### src/design/sspf_pkg.sv
package sspf_pkg;

  // input item commands
  typedef enum logic {
    CMD_START = 1'b0,
    CMD_DATA  = 1'b1
  } cmd_t;

  // byte position inside the packet being sent
  typedef enum logic [6:0] {
    POS_SYNC0 = 7'b0000001,
    POS_SYNC1 = 7'b0000010,
    POS_ID    = 7'b0000100,
    POS_LEN   = 7'b0001000,
    POS_ERR   = 7'b0010000,
    POS_DATA  = 7'b0100000,
    POS_CSUM  = 7'b1000000
  } pos_t;

  localparam logic [7:0] SYNC_BYTE      = 8'hFF;
  localparam logic [7:0] LEN_OVERHEAD   = 8'd2;
  localparam logic [7:0] DEVICE_ID_RST  = 8'd253;

  // one output byte handed from the sequencer to the output register
  typedef struct packed {
    logic [7:0] out_byte;
    logic       last_of_run;
    logic       packet_end;
  } beat_t;

endpackage

### src/design/sspf_ifs.sv
interface sspf_item_if;
  logic       valid;
  logic       ready;
  logic       command;
  logic [7:0] error_code;
  logic [7:0] byte_count;
  logic [7:0] data_byte;

  modport source (output valid, command, error_code, byte_count, data_byte, input ready);
  modport sink   (input valid, command, error_code, byte_count, data_byte, output ready);
endinterface

interface sspf_result_if;
  logic       valid;
  logic       ready;
  logic [7:0] out_byte;
  logic       last_of_run;
  logic       packet_end;

  modport source (output valid, out_byte, last_of_run, packet_end, input ready);
  modport sink   (input valid, out_byte, last_of_run, packet_end, output ready);
endinterface

interface sspf_cfg_if;
  logic       valid;
  logic       ready;
  logic [7:0] device_id;

  modport source (output valid, device_id, input ready);
  modport sink   (input valid, device_id, output ready);
endinterface

### src/design/servo_status_packet_framer.sv
// Status packet framer for a half-duplex servo bus.
// items: command 0 starts a packet with error_code and byte_count; command 1
// carries one parameter byte in data_byte. Data outside a packet is dropped,
// a start inside a packet abandons it without a checksum.
// results: the packet bytes on the result channel: 0xFF, 0xFF, id,
// length, error, parameter bytes, checksum. last_of_run marks the final byte
// caused by an input item, packet_end marks the checksum.
// cfg: writes device_id, used from the next start item; always ready.
// An item's first byte passes the job register, then the output register.
// Throughput: one byte per cycle out of the output register while the
// result side is ready; an item is taken in the cycle its predecessor's
// last byte moves to the output, holding the input while its bytes drain.
// Reset: packet state idle, device_id 253, no pending output.
// A stall on the result side holds the output register, which backs up the
// job register and then the item input; nothing is lost or repeated.
module servo_status_packet_framer (
  input logic           clk,
  input logic           rst,
  sspf_item_if.sink     items,
  sspf_result_if.source results,
  sspf_cfg_if.sink      cfg
);
  import sspf_pkg::*;

  logic [7:0] device_id;
  logic       beat_valid;
  logic       beat_take;
  beat_t      beat;
  beat_t      out_beat;

  // configuration register
  assign cfg.ready = 1'b1;

  always_ff @(posedge clk) begin
    if (rst) begin
      device_id <= DEVICE_ID_RST;
    end else if (cfg.valid) begin
      device_id <= cfg.device_id;
    end
  end

  // item decode, packet state and byte sequencing
  sspf_job u_job (
    .clk        (clk),
    .rst        (rst),
    .device_id  (device_id),
    .in_valid   (items.valid),
    .in_ready   (items.ready),
    .command    (items.command),
    .error_code (items.error_code),
    .byte_count (items.byte_count),
    .data_byte  (items.data_byte),
    .beat_valid (beat_valid),
    .beat       (beat),
    .beat_take  (beat_take)
  );

  // result register
  sspf_out_stage u_out (
    .clk        (clk),
    .rst        (rst),
    .beat_valid (beat_valid),
    .beat       (beat),
    .beat_take  (beat_take),
    .out_valid  (results.valid),
    .out_ready  (results.ready),
    .out_beat   (out_beat)
  );

  assign results.out_byte    = out_beat.out_byte;
  assign results.last_of_run = out_beat.last_of_run;
  assign results.packet_end  = out_beat.packet_end;

endmodule

### src/design/sspf_job.sv
module sspf_job (
  input  logic           clk,
  input  logic           rst,
  input  logic [7:0]     device_id,
  input  logic           in_valid,
  output logic           in_ready,
  input  logic           command,
  input  logic [7:0]     error_code,
  input  logic [7:0]     byte_count,
  input  logic [7:0]     data_byte,
  output logic           beat_valid,
  output sspf_pkg::beat_t beat,
  input  logic           beat_take
);
  import sspf_pkg::*;

  // packet state
  logic [7:0] bytes_left;
  logic [7:0] running_sum;
  logic       in_packet;

  // job register: bytes still to send for the current item
  logic       job_valid;
  pos_t       pos;
  pos_t       last_pos;
  logic [7:0] job_id;
  logic [7:0] job_len;
  logic [7:0] job_err;
  logic [7:0] job_data;
  logic [7:0] job_csum;

  logic       accept;
  logic       is_start;
  logic       is_last;
  logic       finish;
  logic       load_job;
  logic [7:0] start_len;
  logic [7:0] start_sum;
  logic       start_empty;
  logic [7:0] data_sum;
  logic [7:0] data_left;
  logic       data_final;
  pos_t       pos_next;

  assign is_last    = (pos == last_pos);
  assign finish     = beat_take && is_last;
  assign in_ready   = !job_valid || finish;
  assign accept     = in_valid && in_ready;
  assign is_start   = (command == CMD_START);
  assign load_job   = accept && (is_start || in_packet);
  assign beat_valid = job_valid;

  // header and checksum arithmetic for the arriving item
  assign start_len   = byte_count + LEN_OVERHEAD;
  assign start_sum   = device_id + start_len + error_code;
  assign start_empty = (byte_count == 8'd0);
  assign data_sum    = running_sum + data_byte;
  assign data_left   = bytes_left - 8'd1;
  assign data_final  = (data_left == 8'd0);

  // step to the following byte position
  always_comb begin
    unique case (pos)
      POS_SYNC0: pos_next = POS_SYNC1;
      POS_SYNC1: pos_next = POS_ID;
      POS_ID:    pos_next = POS_LEN;
      POS_LEN:   pos_next = POS_ERR;
      POS_ERR:   pos_next = POS_CSUM;
      POS_DATA:  pos_next = POS_CSUM;
      POS_CSUM:  pos_next = POS_CSUM;
      default:   pos_next = POS_CSUM;
    endcase
  end

  // byte select for the current position
  always_comb begin
    beat.last_of_run = is_last;
    beat.packet_end  = (pos == POS_CSUM);
    unique case (pos)
      POS_SYNC0: beat.out_byte = SYNC_BYTE;
      POS_SYNC1: beat.out_byte = SYNC_BYTE;
      POS_ID:    beat.out_byte = job_id;
      POS_LEN:   beat.out_byte = job_len;
      POS_ERR:   beat.out_byte = job_err;
      POS_DATA:  beat.out_byte = job_data;
      POS_CSUM:  beat.out_byte = job_csum;
      default:   beat.out_byte = job_csum;
    endcase
  end

  // control state
  always_ff @(posedge clk) begin
    if (rst) begin
      job_valid   <= 1'b0;
      pos         <= POS_SYNC0;
      last_pos    <= POS_ERR;
      bytes_left  <= 8'd0;
      running_sum <= 8'd0;
      in_packet   <= 1'b0;
    end else if (load_job) begin
      job_valid <= 1'b1;
      if (is_start) begin
        pos         <= POS_SYNC0;
        last_pos    <= start_empty ? POS_CSUM : POS_ERR;
        bytes_left  <= start_empty ? 8'd0 : byte_count;
        running_sum <= start_empty ? 8'd0 : start_sum;
        in_packet   <= !start_empty;
      end else begin
        pos         <= POS_DATA;
        last_pos    <= data_final ? POS_CSUM : POS_DATA;
        bytes_left  <= data_left;
        running_sum <= data_final ? 8'd0 : data_sum;
        in_packet   <= !data_final;
      end
    end else if (finish) begin
      job_valid <= 1'b0;
    end else if (beat_take) begin
      pos <= pos_next;
    end
  end

  // job payload
  always_ff @(posedge clk) begin
    if (load_job) begin
      job_id   <= device_id;
      job_len  <= start_len;
      job_err  <= error_code;
      job_data <= data_byte;
      job_csum <= is_start ? ~start_sum : ~data_sum;
    end
  end

  // idle packet state carries no pending bytes
  a_idle_no_left: assert property (@(posedge clk) disable iff (rst)
    !in_packet |-> bytes_left == 8'd0) else $error("bytes left while idle");

  // an open packet always expects more bytes
  a_open_has_left: assert property (@(posedge clk) disable iff (rst)
    in_packet |-> bytes_left != 8'd0) else $error("open packet with no bytes left");

  // the checksum byte always closes the run of its item
  a_csum_last: assert property (@(posedge clk) disable iff (rst)
    job_valid && pos == POS_CSUM |-> is_last) else $error("checksum not last");

  // a data item inside a packet always produces output
  a_data_loaded: assert property (@(posedge clk) disable iff (rst)
    accept && !is_start && in_packet |=> job_valid && (pos == POS_DATA))
    else $error("data item lost");

endmodule

### src/design/sspf_out_stage.sv
module sspf_out_stage (
  input  logic            clk,
  input  logic            rst,
  input  logic            beat_valid,
  input  sspf_pkg::beat_t beat,
  output logic            beat_take,
  output logic            out_valid,
  input  logic            out_ready,
  output sspf_pkg::beat_t out_beat
);
  import sspf_pkg::*;

  // load when the register is empty or being drained
  assign beat_take = beat_valid && (!out_valid || out_ready);

  always_ff @(posedge clk) begin
    if (rst) begin
      out_valid <= 1'b0;
    end else if (beat_take) begin
      out_valid <= 1'b1;
    end else if (out_ready) begin
      out_valid <= 1'b0;
    end
  end

  always_ff @(posedge clk) begin
    if (beat_take) begin
      out_beat <= beat;
    end
  end

endmodule
### src/flat_wrapper.sv
// flat-port wrapper written by rule: the top's interface ports become plain ports
module servo_status_packet_framer_flat import sspf_pkg::*;
  (clk, rst, items_valid, items_command, items_error_code, items_byte_count, items_data_byte, items_ready, results_valid, results_out_byte, results_last_of_run, results_packet_end, results_ready, cfg_valid, cfg_device_id, cfg_ready);
  sspf_item_if items_i ();
  sspf_result_if results_i ();
  sspf_cfg_if cfg_i ();
  input logic clk;
  input logic rst;
  input wire logic [$bits(items_i.valid)-1:0] items_valid;
  input wire logic [$bits(items_i.command)-1:0] items_command;
  input wire logic [$bits(items_i.error_code)-1:0] items_error_code;
  input wire logic [$bits(items_i.byte_count)-1:0] items_byte_count;
  input wire logic [$bits(items_i.data_byte)-1:0] items_data_byte;
  output wire logic [$bits(items_i.ready)-1:0] items_ready;
  output wire logic [$bits(results_i.valid)-1:0] results_valid;
  output wire logic [$bits(results_i.out_byte)-1:0] results_out_byte;
  output wire logic [$bits(results_i.last_of_run)-1:0] results_last_of_run;
  output wire logic [$bits(results_i.packet_end)-1:0] results_packet_end;
  input wire logic [$bits(results_i.ready)-1:0] results_ready;
  input wire logic [$bits(cfg_i.valid)-1:0] cfg_valid;
  input wire logic [$bits(cfg_i.device_id)-1:0] cfg_device_id;
  output wire logic [$bits(cfg_i.ready)-1:0] cfg_ready;
  assign items_i.valid = items_valid;
  assign items_i.command = items_command;
  assign items_i.error_code = items_error_code;
  assign items_i.byte_count = items_byte_count;
  assign items_i.data_byte = items_data_byte;
  assign items_ready = items_i.ready;
  assign results_valid = results_i.valid;
  assign results_out_byte = results_i.out_byte;
  assign results_last_of_run = results_i.last_of_run;
  assign results_packet_end = results_i.packet_end;
  assign results_i.ready = results_ready;
  assign cfg_i.valid = cfg_valid;
  assign cfg_i.device_id = cfg_device_id;
  assign cfg_ready = cfg_i.ready;
  servo_status_packet_framer u_core (.clk(clk), .rst(rst), .items(items_i), .results(results_i), .cfg(cfg_i));
endmodule
### config.mk
export PLATFORM = sky130hd
export DESIGN_NAME = servo_status_packet_framer_flat
export DESIGN_NICKNAME = d
export VERILOG_FILES = /design/src/design/sspf_pkg.sv /design/src/design/sspf_ifs.sv /design/src/design/servo_status_packet_framer.sv /design/src/design/sspf_job.sv /design/src/design/sspf_out_stage.sv /design/src/flat_wrapper.sv
export SDC_FILE = /design/constraint.sdc
export NUM_CORES = 1
export LEC_CHECK = 0
export ABC_AREA = 0
export BUFFER_PORTS_ARGS = -buffer_cell sky130_fd_sc_hd__buf_2
export CAP_MARGIN = 20
export CORE_ASPECT_RATIO = 0.7
export CORE_UTILIZATION = 53
export DETAILED_ROUTE_END_ITERATION = 8
export PLACE_DENSITY_LB_ADDON = 0.05
export SLEW_MARGIN = 20
export SYNTH_ARGS = -nofsm -noshare
export SYNTH_HDL_FRONTEND = slang
export SYNTH_SLANG_ARGS = --single-unit
### constraint.sdc
create_clock -name clk -period 2.9 [get_ports clk]
set_clock_uncertainty 0.1 [all_clocks]
set_input_delay 0.29 -clock clk [delete_from_list [all_inputs] [get_ports clk]]
set_output_delay 0.29 -clock clk [all_outputs]
set_load 0.02 [all_outputs]
Word level (Yosys, flattened, before mapping)
Index checks and enable logic that the tools add are counted.
{ "totals": {"reg_bits": 91, "word_cells": 71, "output_inout_bits": 13, "in_bits": 38} }
{ "classes": {"addsub": 5, "eq_ne": 9, "n_reduce_logical": 18, "n_bitwise": 3, "n_mux": 20} }
{ "op_table": {"columns": ["op", "n"], "rows": [
  ["two-way mux 8 bit", 6],
  ["two-way mux 7 bit", 6],
  ["case mux 8 bit (5 select lines)", 1],
  ["case mux 7 bit (4 select lines)", 1],
  ["adder 8 bit", 3],
  ["zero test 8 bit", 2],
  ["inverter 8 bit", 2],
  ["adder 8 x 2 -> 8 bit (second input constant)", 1],
  ["subtractor 8 x 1 -> 8 bit (second input constant)", 1],
  ["equality test 7 x 1 -> 1 bit (second input constant)", 1],
  ["equality test 7 x 2 -> 1 bit (second input constant)", 1],
  ["equality test 7 x 3 -> 1 bit (second input constant)", 1],
  ["equality test 7 x 4 -> 1 bit (second input constant)", 1],
  ["equality test 7 x 5 -> 1 bit (second input constant)", 1],
  ["equality test 7 x 6 -> 1 bit (second input constant)", 1],
  ["equality test 7 bit", 1],
  ["equality test 7 bit (second input constant)", 1],
  ["two-way mux 6 bit", 1],
  ["nonzero test 2 bit", 3],
  ["two-way mux 1 bit", 5],
  ["logical AND 1 bit", 4],
  ["zero test 1 bit", 4],
  ["logical OR 1 bit", 3],
  ["inequality test 2 x 1 -> 1 bit (second input constant)", 1],
  ["other kinds (3)", 3]
]} }

Depth between registers and ports, before layout
Gate-level depths: netlist of the first run.
{ "depth": {"word_depth": 9, "mapped_depth": 13} }

Hierarchy
Synthesis of the first run repeated with hierarchy kept, for this count alone.
{ "unflattened": {"cells_unflattened": 405, "area_unflattened_um2": 4565.6} }
{ "by_module_without_submodules": {"columns": ["mod", "n_inst", "cells_each", "area_per_inst_um2"], "rows": [
  ["sspf_job", 1, 362, 3895.0],
  ["sspf_out_stage", 1, 15, 355.3],
  ["servo_status_packet_framer", 1, 28, 315.3]
]} }

Worst setup path before layout of the first run
Ideal clock, no wire load.
{ "synth_path": {"kind": "in2reg", "startpoint": "input port items_byte_count[1]", "endpoint": "register u_core.u_job.job_csum[7] (data pin)", "path_slack_ns": 0.031, "t_arrival_ns": 2.620, "setup_time_ns": 0.149, "path_stages": 12, "path_buffers": 0, "path_cell_list": "ha_1 xor2_1 inv_1 fa_1 inv_1 ha_1 nor2b_1 o31a_1 o21a_1 o21a_1 or2_1 mux2i_1"} }
{ "synth_between": {"elab_chain_cells": 5} }
{ "synth_lines": {"columns": ["item", "line_no", "text"], "rows": [
  ["from (decl)", "flat_wrapper.sv:12", "input wire logic [$bits(items_i.byte_count)-1:0] items_byte_count;"],
  ["adder 8 x 2 -> 8 bit", "sspf_job.sv:54", "assign start_len = byte_count + LEN_OVERHEAD;"],
  ["via u_core.u_job.start_len[3]", "sspf_job.sv:37", "logic [7:0] start_len;"],
  ["adder 8 bit (2 in a row)", "sspf_job.sv:55", "assign start_sum = device_id + start_len + error_code;"],
  ["inverter 8 bit", "sspf_job.sv:129", "job_csum <= is_start ? ~start_sum : ~data_sum;"],
  ["two-way mux 8 bit", "sspf_job.sv:129", null],
  ["to (signal assigned)", "sspf_job.sv:129", null],
  ["to (decl)", "sspf_job.sv:30", "logic [7:0] job_csum;"]
]} }
The timed path passes the listed nets, and every way through them passes these cells.
A chain may end at the register's enable or synchronous reset.

Worst setup path in the final report of the first run
Same ends and word-level chain as after synthesis.

==> metrics.txt, run 1 <==
Wirelength per Cell=17.8 um; Syn Nets=500; hold_sp=items_error_code[6]; htree depth=3; CTS tree=yes; final RePlAce weighted congestion=just under 0.9; r2r endpoint=u_core.u_job.job_csum[7]; WL final=between 10 and 15 mm; Multi-input gate area=between 2000 and 2500 um^2; YS warnings=0; Crit Path Max Fanout=2; CTS root buf=clkbuf_16; core area=8480 um^2; Total Routing Usage GR=approximately a quarter; fmax=360 MHz; CTS Buffer Depth=2; most frequent cells in the layout=edfxtp_1, buf_2, nand2_1; Final min period=2.78 ns; total power=approximately 3.3 mW; DR pass1 iterations=4; Hold Vio Cnt, Final=0; Initial Util=a little over half; mapped cell area=around 4600 um^2; Reg2Reg Depth=12; Sink Count=87; Hold Path End=u_core.u_job.job_err[6]; Worst R2R Setup Slack=roughly 0.2 ns; Seq cells post-synth=between 80 and 90; vias per cell=around 5.7; layout cell share with drive strength beyond 1=20.4%; Iter 0 DRT Violations=319; startpoint types=input pin; required time of the worst setup path=3.00 ns; Slew Viols, Final=0; endpoint class of the critical path=flop; utilization after layout=a little under two thirds; P_leak=~2.2 nW; async set or reset register ratio after synthesis=0%; post-route ant nets=0; diode count=0; post-synthesis cell type count=61; syn_area_per_cell=~11 um^2; count of final setup violators=0; vias in the first global route=3,244; status=finished, final reports clean; Setup Fix Bufs, Post-CTS=0; Worst-Skew Late Latency=0.35 ns; post_cts resized=0; Setup CP Type=input pin to flop; max-cap viol count=0; RSZ-0062 raised after global routing=false; post-synthesis sequential area ratio=48.4%; Slew HR=29.0%; die width=114 um; ys flop type=edfxtp_1; Min Hold Slack=around 0.037 ns; grt ovf=0; CTS Hold Bufs=0; Reg clk slew, reported paths=0.06 ns; Worst VDD drop=0.000408 V; nets@finish=563; FF+latch area=2240 um^2; Synth Instances=roughly 440; Power Dens Cells=616 nW/um^2; Hold Path Class=input pin to flop; num rows=28; commonest non-fill, non-tap cell in the layout=edfxtp_1; WP data arrival=2.88 ns; Port Buf Inserts=49; Post-route DRC=0; DIE HEIGHT=80.2 um; # IOs=51; Post-synth EDFFs=50; via count=3,533; FILL cells=around 710; setup tns final=0 ns; initial antenna violation count=0; global-route wire length before repair=17.3 mm; worst reg2reg path startpoint=u_core.device_id[1]; Tcrit/Tclk final=95.8%; Worst Tran Pin Value=1.06 ns; largest net degree at the start of global routing=24; die area=between 9000 and 10,000 um^2; synth-to-layout area growth=16.2%; Num CTS Buffers=9; HPWL after DPL=8.30 mm; worst hold stages=1
==> per-layer routing <==
layer / wire (um) / global-route usage, % / share of wire (%) / vias up
li1: - / - / - / 1727
met1: 5670 / 40.0 / 51 / 1655
met2: 4480 / 36.0 / 40 / 141
met3: 854 / 6.26 / 7.7 / 10
met4: 106 / 7.66 / 0.95 / 0
met5: 0 / 0 / 0 / -
==> synthesized netlist by cell type (all sizes together) (5+ instances only) <==
| master | number | share of area, % |
|---|---|---|
| a211oi | 14 | 2.3 |
| a21oi | 16 | 1.7 |
| a221oi | 9 | 1.7 |
| a22oi | 11 | 1.8 |
| a31oi | 5 | 0.67 |
| buf | 8 | 1.2 |
| clkbuf | 9 | 0.73 |
| dfxtp | 37 | 16 |
| edfxtp | 50 | 32 |
| fa | 9 | 3.9 |
| ha | 16 | 4.3 |
| inv | 36 | 2.9 |
| mux2 | 8 | 1.9 |
| mux2i | 11 | 2.4 |
| nand2 | 44 | 3.7 |
| nand3 | 6 | 0.65 |
| nor2 | 35 | 2.8 |
| nor3 | 8 | 0.86 |
| o211ai | 6 | 0.97 |
| o21ai | 17 | 1.9 |
| xnor2 | 11 | 2.1 |
| xor2 | 10 | 1.9 |
==> power breakdown <==
group | internal [mW] | switching, mW | leakage (nW) | total (mW)
Clock | 0.581 | 0.493 | 0.122 | 1.07
Combinational | 0.338 | 0.432 | 1.32 | 0.770
Sequential | 1.42 | 0.0524 | 0.764 | 1.48
==> state kept, by name, indices dropped and copies added (netlist names), 3 cells and up <==
name                      cells
u_core.u_job.job_csum         8
u_core.u_job.job_id           8
u_core.device_id              8
u_core.u_job.running_sum      8
u_core.u_job.pos              7
u_core.u_job.job_err          8
u_core.u_job.job_data         8
u_core.u_job.last_pos         3
u_core.u_out.out_beat        10
u_core.u_job.bytes_left       8
u_core.u_job.job_len          8
==> cell families after synthesis <==
kind of cell | count (synthesis) | synth area share, %
flops | 87 | 48.4
other cells | 1 | 0.0809
mux | 19 | 4.32
compound gates | 108 | 16.8
buf+inv | 53 | 4.83
fa+ha+maj | 25 | 8.21
simple gates | 122 | 13.0
xor+xnor | 22 | 4.45
==> critical path: stages <==
cell,delay [ns]
buf_2,0.11
ha_1,0.24
xor2_1,0.22
inv_1,0.08
fa_1,0.51
inv_1,0.04
ha_1,0.29
nor2b_1,0.15
o31a_1,0.25
o21a_1,0.19
o21a_1,0.18
or2_1,0.22
mux2i_1,0.12
==> stage by stage <==
| stage | setup WS (ns) | cell area (um^2) | instances |
|---|---|---|---|
| 6_report | 0.121 | 5390 | 625 |
| 3_3_place_gp | -0.157 | 5120 | 609 |
| 5_1_grt | 0.0109 | 5390 | 625 |
| 4_1_cts | 0.128 | 5390 | 625 |
| 3_5_place_dp | -0.173 | 5120 | 609 |
| 2_1_floorplan | 0.0311 | 4640 | 437 |
==> cell type report <==
type                    instances  area share [%]
repair buffers                 69            7.80
well taps                     120            2.79
clock buffers                  11            4.32
flip-flops and latches         87            41.6
multi-input cells             297            40.3
inverters                      36            2.51
clock inverters                 5           0.674
==> worst max-delay path by stage <==
stage	startpoint	end	cells after the start	slack (ns)
after floorplan	items_byte_count[1]	u_core.u_job.job_csum[7]	12	0.03
after global placement	items_byte_count[1]	u_core.u_job.job_csum[7]	13	-0.16
after detailed placement	items_byte_count[1]	u_core.u_job.job_csum[7]	13	-0.17
after CTS	items_byte_count[1]	u_core.u_job.job_csum[7]	13	0.13
after global routing	items_byte_count[1]	u_core.u_job.job_csum[7]	13	0.01
final	items_byte_count[1]	u_core.u_job.job_csum[7]	13	0.12
Note: power is estimated with default switching activity, not from simulation.
==> inputs of run 2 (changes only) <==
--- a/config.mk
+++ b/config.mk
@@ -11,7 +11,7 @@
 export CORE_ASPECT_RATIO = 0.7
 export CORE_UTILIZATION = 53
 export DETAILED_ROUTE_END_ITERATION = 8
-export PLACE_DENSITY_LB_ADDON = 0.05
+export PLACE_DENSITY = 0.8
 export SLEW_MARGIN = 20
 export SYNTH_ARGS = -nofsm -noshare
 export SYNTH_HDL_FRONTEND = slang
==> constraint.sdc (replaced) <==
create_clock -name clk -period 2.9 [get_ports clk]
set_clock_uncertainty 0.1 [all_clocks]
set_input_delay 0.29 -clock clk [delete_from_list [all_inputs] [get_ports clk]]
set_output_delay 0.29 -clock clk [all_outputs]
set_load 0.005 [all_outputs]
==> run 2 against run 1 <==
Net effect:
- clock-buffer cell count decreased by 2
- routed wire length increased by 3.4%
- worst hold slack got worse by 0.0019 ns
- critical path type is now flop to flop
==> metrics.txt, run 2 (synthesis results as in run 1) <==
global-route wire length before repair=18.2 mm (+5.1%); Crit Path Max Fanout=3 (+1); Hold Vio Cnt, Final=0 (unchanged); CTS root buf=clkbuf_16; largest reg by FF count=u_core.u_out.out_beat; Sink Count=87 (unchanged); initial antenna violation count=0 (unchanged); Post-route DRC=0 (unchanged); Iter 0 DRT Violations=413 (+29%); post-route ant nets=0 (unchanged); CTS tree=yes; via count=3,650 (+3.3%); Hold Path Class=input pin to flop; Total Routing Usage GR=26.9% (+0.73 points); Initial Util=54.7% (unchanged); Final min period=2.78 ns (-0.00246 ns); finished layout cell area=5430 um^2 (+0.81%); switching share of power=28.7% (-0.76 points); layout cell share with drive strength beyond 1=22.2% (+1.8 points); Slew HR=29.0% (-0.092 points); Tcrit/Tclk final=95.7% (about the same); dpl cell area=5100 um^2 (-0.39%); DIE HEIGHT=80.2 um (unchanged); htree depth=3 (unchanged); HPWL after DPL=8.45 mm (+1.8%); RSZ-0062 raised after global routing=true; CTS Buffer Depth=2 (unchanged); Num CTS Buffers=9 (unchanged); final setup margin=0.123 ns (+0.00246 ns); Reg clk slew, reported paths=0.06 ns (about the same); commonest non-fill, non-tap cell in the layout=edfxtp_1; clock group share of total power=33.8% (+1.4 points); max-cap viol count=0 (unchanged); synth-to-layout area growth=17.1%; # IOs=51 (unchanged); Gate power share=23.0% (-0.2 points); setup tns final=0 ns (unchanged); vias in the first global route=3,537 (+9.0%); Worst-Skew Late Latency=0.34 ns (about the same); core area=8480 um^2 (unchanged); nets@finish=563 (unchanged); DR pass1 iterations=5 (+1); endpoint class of the critical path=flop; Wirelength per Cell=18.4 um (+3.4%); fmax=360 MHz (about the same); Worst Tran Pin Value=1.06 ns (+0.00138 ns); Setup CP Type=flop to flop; diode count=0 (unchanged); most frequent cells in the layout=edfxtp_1, buf_2, nand2_1; CTS Hold Bufs=0 (unchanged); grt ovf=0 (unchanged); required time of the worst setup path=3.00 ns (about the same); status=finished, final reports clean; startpoint types=flop; number of flip-flops in the largest register=10 (unchanged); die width=114 um (unchanged); num rows=28 (unchanged); WP data arrival=2.87 ns (about the same); Worst VDD drop=0.000368 V (-9.7%); internal cell power=2.44 mW (+4.2%); die area=9130 um^2 (unchanged); Power Dens Cells=630 nW/um^2 (+2.2%); WL final=11.5 mm (+3.4%); Port Buf Inserts=49 (unchanged); largest net degree at the start of global routing=39 (+63%); Seq pwr share=43.2% (-1.2 points); switching power of the nets=0.982 mW (+0.40%); final RePlAce weighted congestion=0.924 (+4.8%); P_leak=2.23 nW (+1.1%); count of final setup violators=0 (unchanged); Slew Viols, Final=0 (unchanged); dpl ws=-0.230 ns (-0.0568 ns); vias per cell=5.84 (+3.3%)
-- run 2: layer usage --
layer / share of wire, % / GRT usage, % / up-vias
met5: 0 / 0 / -
met4: 0.89 / 6.49 / 0
met3: 9.2 / 8.00 / 14
met2: 45 / 42.2 / 151
met1: 45 / 36.6 / 1758
li1: - / - / 1727
-- run 2: worst max-delay path, stage by stage, from the launching register on --
cell and delay, ns:
dfxtp_2 0.35, inv_1 0.07, fa_1 0.51, inv_1 0.05, ha_2 0.20, inv_2 0.07, fa_2 0.21, nor2b_1 0.06
o31a_1 0.27, o21a_1 0.20, o21a_1 0.18, or2_1 0.24, mux2i_1 0.13
-- run 2: power by group through the flow --
stage,Clock (mW),Sequential [mW],Combinational [mW]
after global placement,0,1.50,0.721
final,1.15,1.48,0.788
after global routing,1.21,1.49,0.861
after detailed placement,0,1.50,0.748
after floorplan,0,1.48,0.517
after CTS,1.16,1.48,0.764
-- run 2: layout make-up --
| class | instances | area, um^2 |
|---|---|---|
| multi-input cells | 297 | 2200 |
| inverters | 36 | 135 |
| clock inverters | 7 | 71.3 |
| flip-flops and latches | 87 | 2240 |
| repair buffers | 69 | 408 |
| clock buffers | 9 | 225 |
| well taps | 120 | 150 |
| fillers | 684 | 3050 |
-- run 2: worst paths after layout --
kind	start	to	slack, ns	cells after the start
worst min register to register	u_core.device_id[2]	u_core.u_job.job_id[2]	0.34	0
worst min-delay path	items_error_code[6]	u_core.u_job.job_err[6]	0.04	1
worst max register to register	u_core.device_id[1]	u_core.u_job.job_csum[7]	0.12	12
worst max-delay path	u_core.device_id[1]	u_core.u_job.job_csum[7]	0.12	12
-- run 2: what timing repair did --
| action | in CTS | in global routing |
|---|---|---|
| endpoints found under the setup margin | 0 | 4 |
| setup buffers | 0 | 1 |
| gates resized for setup | 0 | 8 |
-- run 2: metrics by stage --
step / power [mW] / hold slack (ns) / utilization, % / std cells
6_report: 3.42 / 0.0353 / 64.0 / 625
2_1_floorplan: 2.00 / 0.289 / - / 437
5_1_grt: 3.56 / 0.0278 / 64.0 / 625
3_5_place_dp: 2.25 / 0.324 / 60.1 / 608
4_1_cts: 3.40 / 0.0298 / 63.6 / 624
3_3_place_gp: 2.22 / 0.315 / 60.1 / 608
==> inputs of run 3 (changes only) <==
--- a/config.mk
+++ b/config.mk
@@ -5,7 +5,7 @@
 export SDC_FILE = /design/constraint.sdc
 export NUM_CORES = 1
 export LEC_CHECK = 0
-export ABC_AREA = 0
+export ABC_AREA = 1
 export BUFFER_PORTS_ARGS = -buffer_cell sky130_fd_sc_hd__buf_2
 export CAP_MARGIN = 20
 export CORE_ASPECT_RATIO = 0.7
==> run 3 against run 2 <==
Net effect:
- sequential share of layout area fell by 0.86 points
- clock power barely moved
- via count rose by 11%
==> metrics.txt, run 3 <==
status=finished, final reports clean; grt peak-use layer=met2; CTS tree=yes; die width=116 um (+2.0%); total power=3.44 mW (+0.57%); vias per cell=5.38 (-7.8%); top cell type's share of synthesized area=31.1% (-1.3 points); WL final=11.6 mm (+1.3%); utilization after layout=64.1% (about the same); grt ovf=0 (unchanged); P_leak=2.53 nW (+13%); Synth Instances=570 (+30%); most frequent cell after synthesis=nand2_1; Seq cells post-synth=87 (unchanged); core area=8650 um^2 (+2.1%); Crit Path Max Fanout=4 (+1); dpl cell area=5230 um^2 (+2.6%); finished layout cell area=5540 um^2 (+2.1%); diode count=0 (unchanged); Power Dens Cells=621 nW/um^2 (-1.5%); Yosys top cell by area=edfxtp_1; Total Routing Usage GR=27.3% (+0.46 points); Hold Path Class=input pin to flop; vias in the first global route=3,732 (+5.5%); Tcrit/Tclk final=91.5% (-4.2 points); post-route ant nets=0 (unchanged); Post-route DRC=0 (unchanged); DIE HEIGHT=81.8 um (+2.0%); num rows=28 (unchanged); HPWL after DPL=8.82 mm (+4.4%); post_cts resized=0 (unchanged); RSZ-0062 raised after global routing=false; Port Buf Inserts=49 (unchanged); CTS Hold Bufs=0 (unchanged); CTS Buffer Depth=2 (unchanged); Setup Fix Bufs, Post-CTS=0 (unchanged); number of flip-flops in the largest register=10 (unchanged); DR pass1 iterations=5 (unchanged); Post-synth EDFFs=50 (unchanged); largest reg by FF count=u_core.u_out.out_beat; endpoint class of the critical path=flop; Setup CP Type=input pin to flop; Crit-path slowest cell=fa_1; synth-to-layout area growth=14.9%; GR Util met1=36.2% (-0.42 points); CTS root buf=clkbuf_16; grt met3 use=9.23% (+1.2 points); nets@finish=690 (+23%); Worst VDD drop=0.000311 V (-15%); async set or reset register ratio after synthesis=0% (unchanged); post-synthesis sequential area ratio=46.5% (-1.9 points); Hold Vio Cnt, Final=0 (unchanged); max-cap viol count=0 (unchanged); Worst-Skew Late Latency=0.35 ns (about the same); setup tns final=0 ns (unchanged); met2 GRT Util=42.5% (+0.30 points); syn_area_per_cell=8.46 um^2 (-20%); global-route wire length before repair=18.7 mm (+3.1%); Wirelength per Cell=15.5 um (-16%); Num CTS Buffers=9 (unchanged); Slew Viols, Final=0 (unchanged); final RePlAce weighted congestion=0.952 (+3.1%); crit-path max cell delay=0.47 ns (-0.04 ns); startpoint types=input pin; cell chain of the critical path=buf_2 -> buf_4 -> nand3_1 -> xor2_1 -> fa_1 -> inv_1 -> ha_1 -> nand2_1 -> nand2_1 -> o21bai_1 -> o21ai_0 -> a21boi_0; post-synthesis cell type count=42 (-31%); via count=4,047 (+11%); YS warnings=0 (unchanged); htree depth=3 (unchanged); Initial Util=55.7% (+1.1 points); die area=9490 um^2 (+4.0%); Sink Count=87 (unchanged); commonest non-fill, non-tap cell in the layout=nand2_1; Synth area leaders=edfxtp_1, dfxtp_1, nand2_1, inv_1, a21oi_1; Min Hold Slack=0.0354 ns (+0.000132 ns); initial antenna violation count=0 (unchanged); count of final setup violators=0 (unchanged); CP dominant cell by count=nand2_1; mapped cell area=4820 um^2 (+4.0%); fmax=377 MHz (+4.6%); Final min period=2.65 ns (-0.123 ns); most common library cells after synthesis=nand2_1, inv_1, edfxtp_1; WP data arrival=2.71 ns (-0.16 ns); Syn Nets=633 (+27%); FILL cells=724 (+5.8%); ys flop type=edfxtp_1; most frequent cells in the layout=nand2_1, inv_1, edfxtp_1; largest net degree at the start of global routing=51 (+31%); Reg clk slew, reported paths=0.06 ns (about the same); required time of the worst setup path=2.96 ns (-0.04 ns); # IOs=51 (unchanged); layout cell share with drive strength beyond 1=15.7% (-6.5 points); Iter 0 DRT Violations=387 (-6.3%)
-- run 3: cell types whose count changed in the layout (fill, tap and decap cells not counted), sizes merged, moves of 13 or more --
cell / previous run / this run
a21oi: 16 / 47
o21ai: 17 / 32
nor2: 35 / 50
a211oi: 14 / 1
nand3: 6 / 41
inv: 37 / 97
nand2: 44 / 124
-- run 3: critical path, delay by kind of cell --
kind	cells	cell delay, ns
compound gates	3	0.77
xor+xnor	1	0.30
fa+ha+maj	2	0.75
buf+inv	3	0.33
simple gates	3	0.27
-- run 3: metrics by stage --
stage	setup WS, ns	cells
final	0.246	752
after global routing	0.0980	752
after CTS	0.299	752
after detailed placement	-0.0558	736
after global placement	-0.0353	736
after floorplan	0.217	570
-- run 3: report_power, final --
part / total, mW / leakage (nW) / switching [mW] / internal [mW]
logic: 0.780 / 1.61 / 0.491 / 0.290
registers: 1.48 / 0.766 / 0.0529 / 1.42
clock network: 1.18 / 0.154 / 0.497 / 0.687
total: 3.44 / 2.53 / 1.04 / 2.40
-- run 3: layout make-up --
| cell class | instances | area (um^2) | share of cell area (%) |
|---|---|---|---|
| multi-input cells | 372 | 2130 | 38.4 |
| clock buffers | 12 | 278 | 5.01 |
| well taps | 120 | 150 | 2.71 |
| clock inverters | 4 | 35.0 | 0.632 |
| repair buffers | 61 | 348 | 6.28 |
| inverters | 96 | 360 | 6.50 |
| flip-flops and latches | 87 | 2240 | 40.5 |
-- run 3: worst paths after layout --
kind / slack (ns) / cells after the start / startpoint / end
max: 0.25 / 12 / items_byte_count[1] / u_core.u_job.job_csum[5]
min: 0.04 / 1 / items_data_byte[6] / u_core.u_job.job_data[6]
max reg2reg: 0.25 / 10 / u_core.device_id[1] / u_core.u_job.job_csum[5]
min reg2reg: 0.33 / 0 / u_core.device_id[5] / u_core.u_job.job_id[5]
-- run 3: layer usage --
layer / up-vias / share of wire, %
met2: 186 / 45
li1: 1982 / -
met1: 1861 / 43
met4: 0 / 1.7
met3: 18 / 11
met5: - / 0
-- run 3: cells by family after synthesis --
family          count (synthesis)  synth area share [%]
mux                             2                 0.415
other cells                     1                0.0777
xor+xnor                       16                  2.91
buf+inv                       111                  9.36
simple gates                  236                  22.2
compound gates                 92                  10.7
fa+ha+maj                      25                  7.89
flops                          87                  46.5
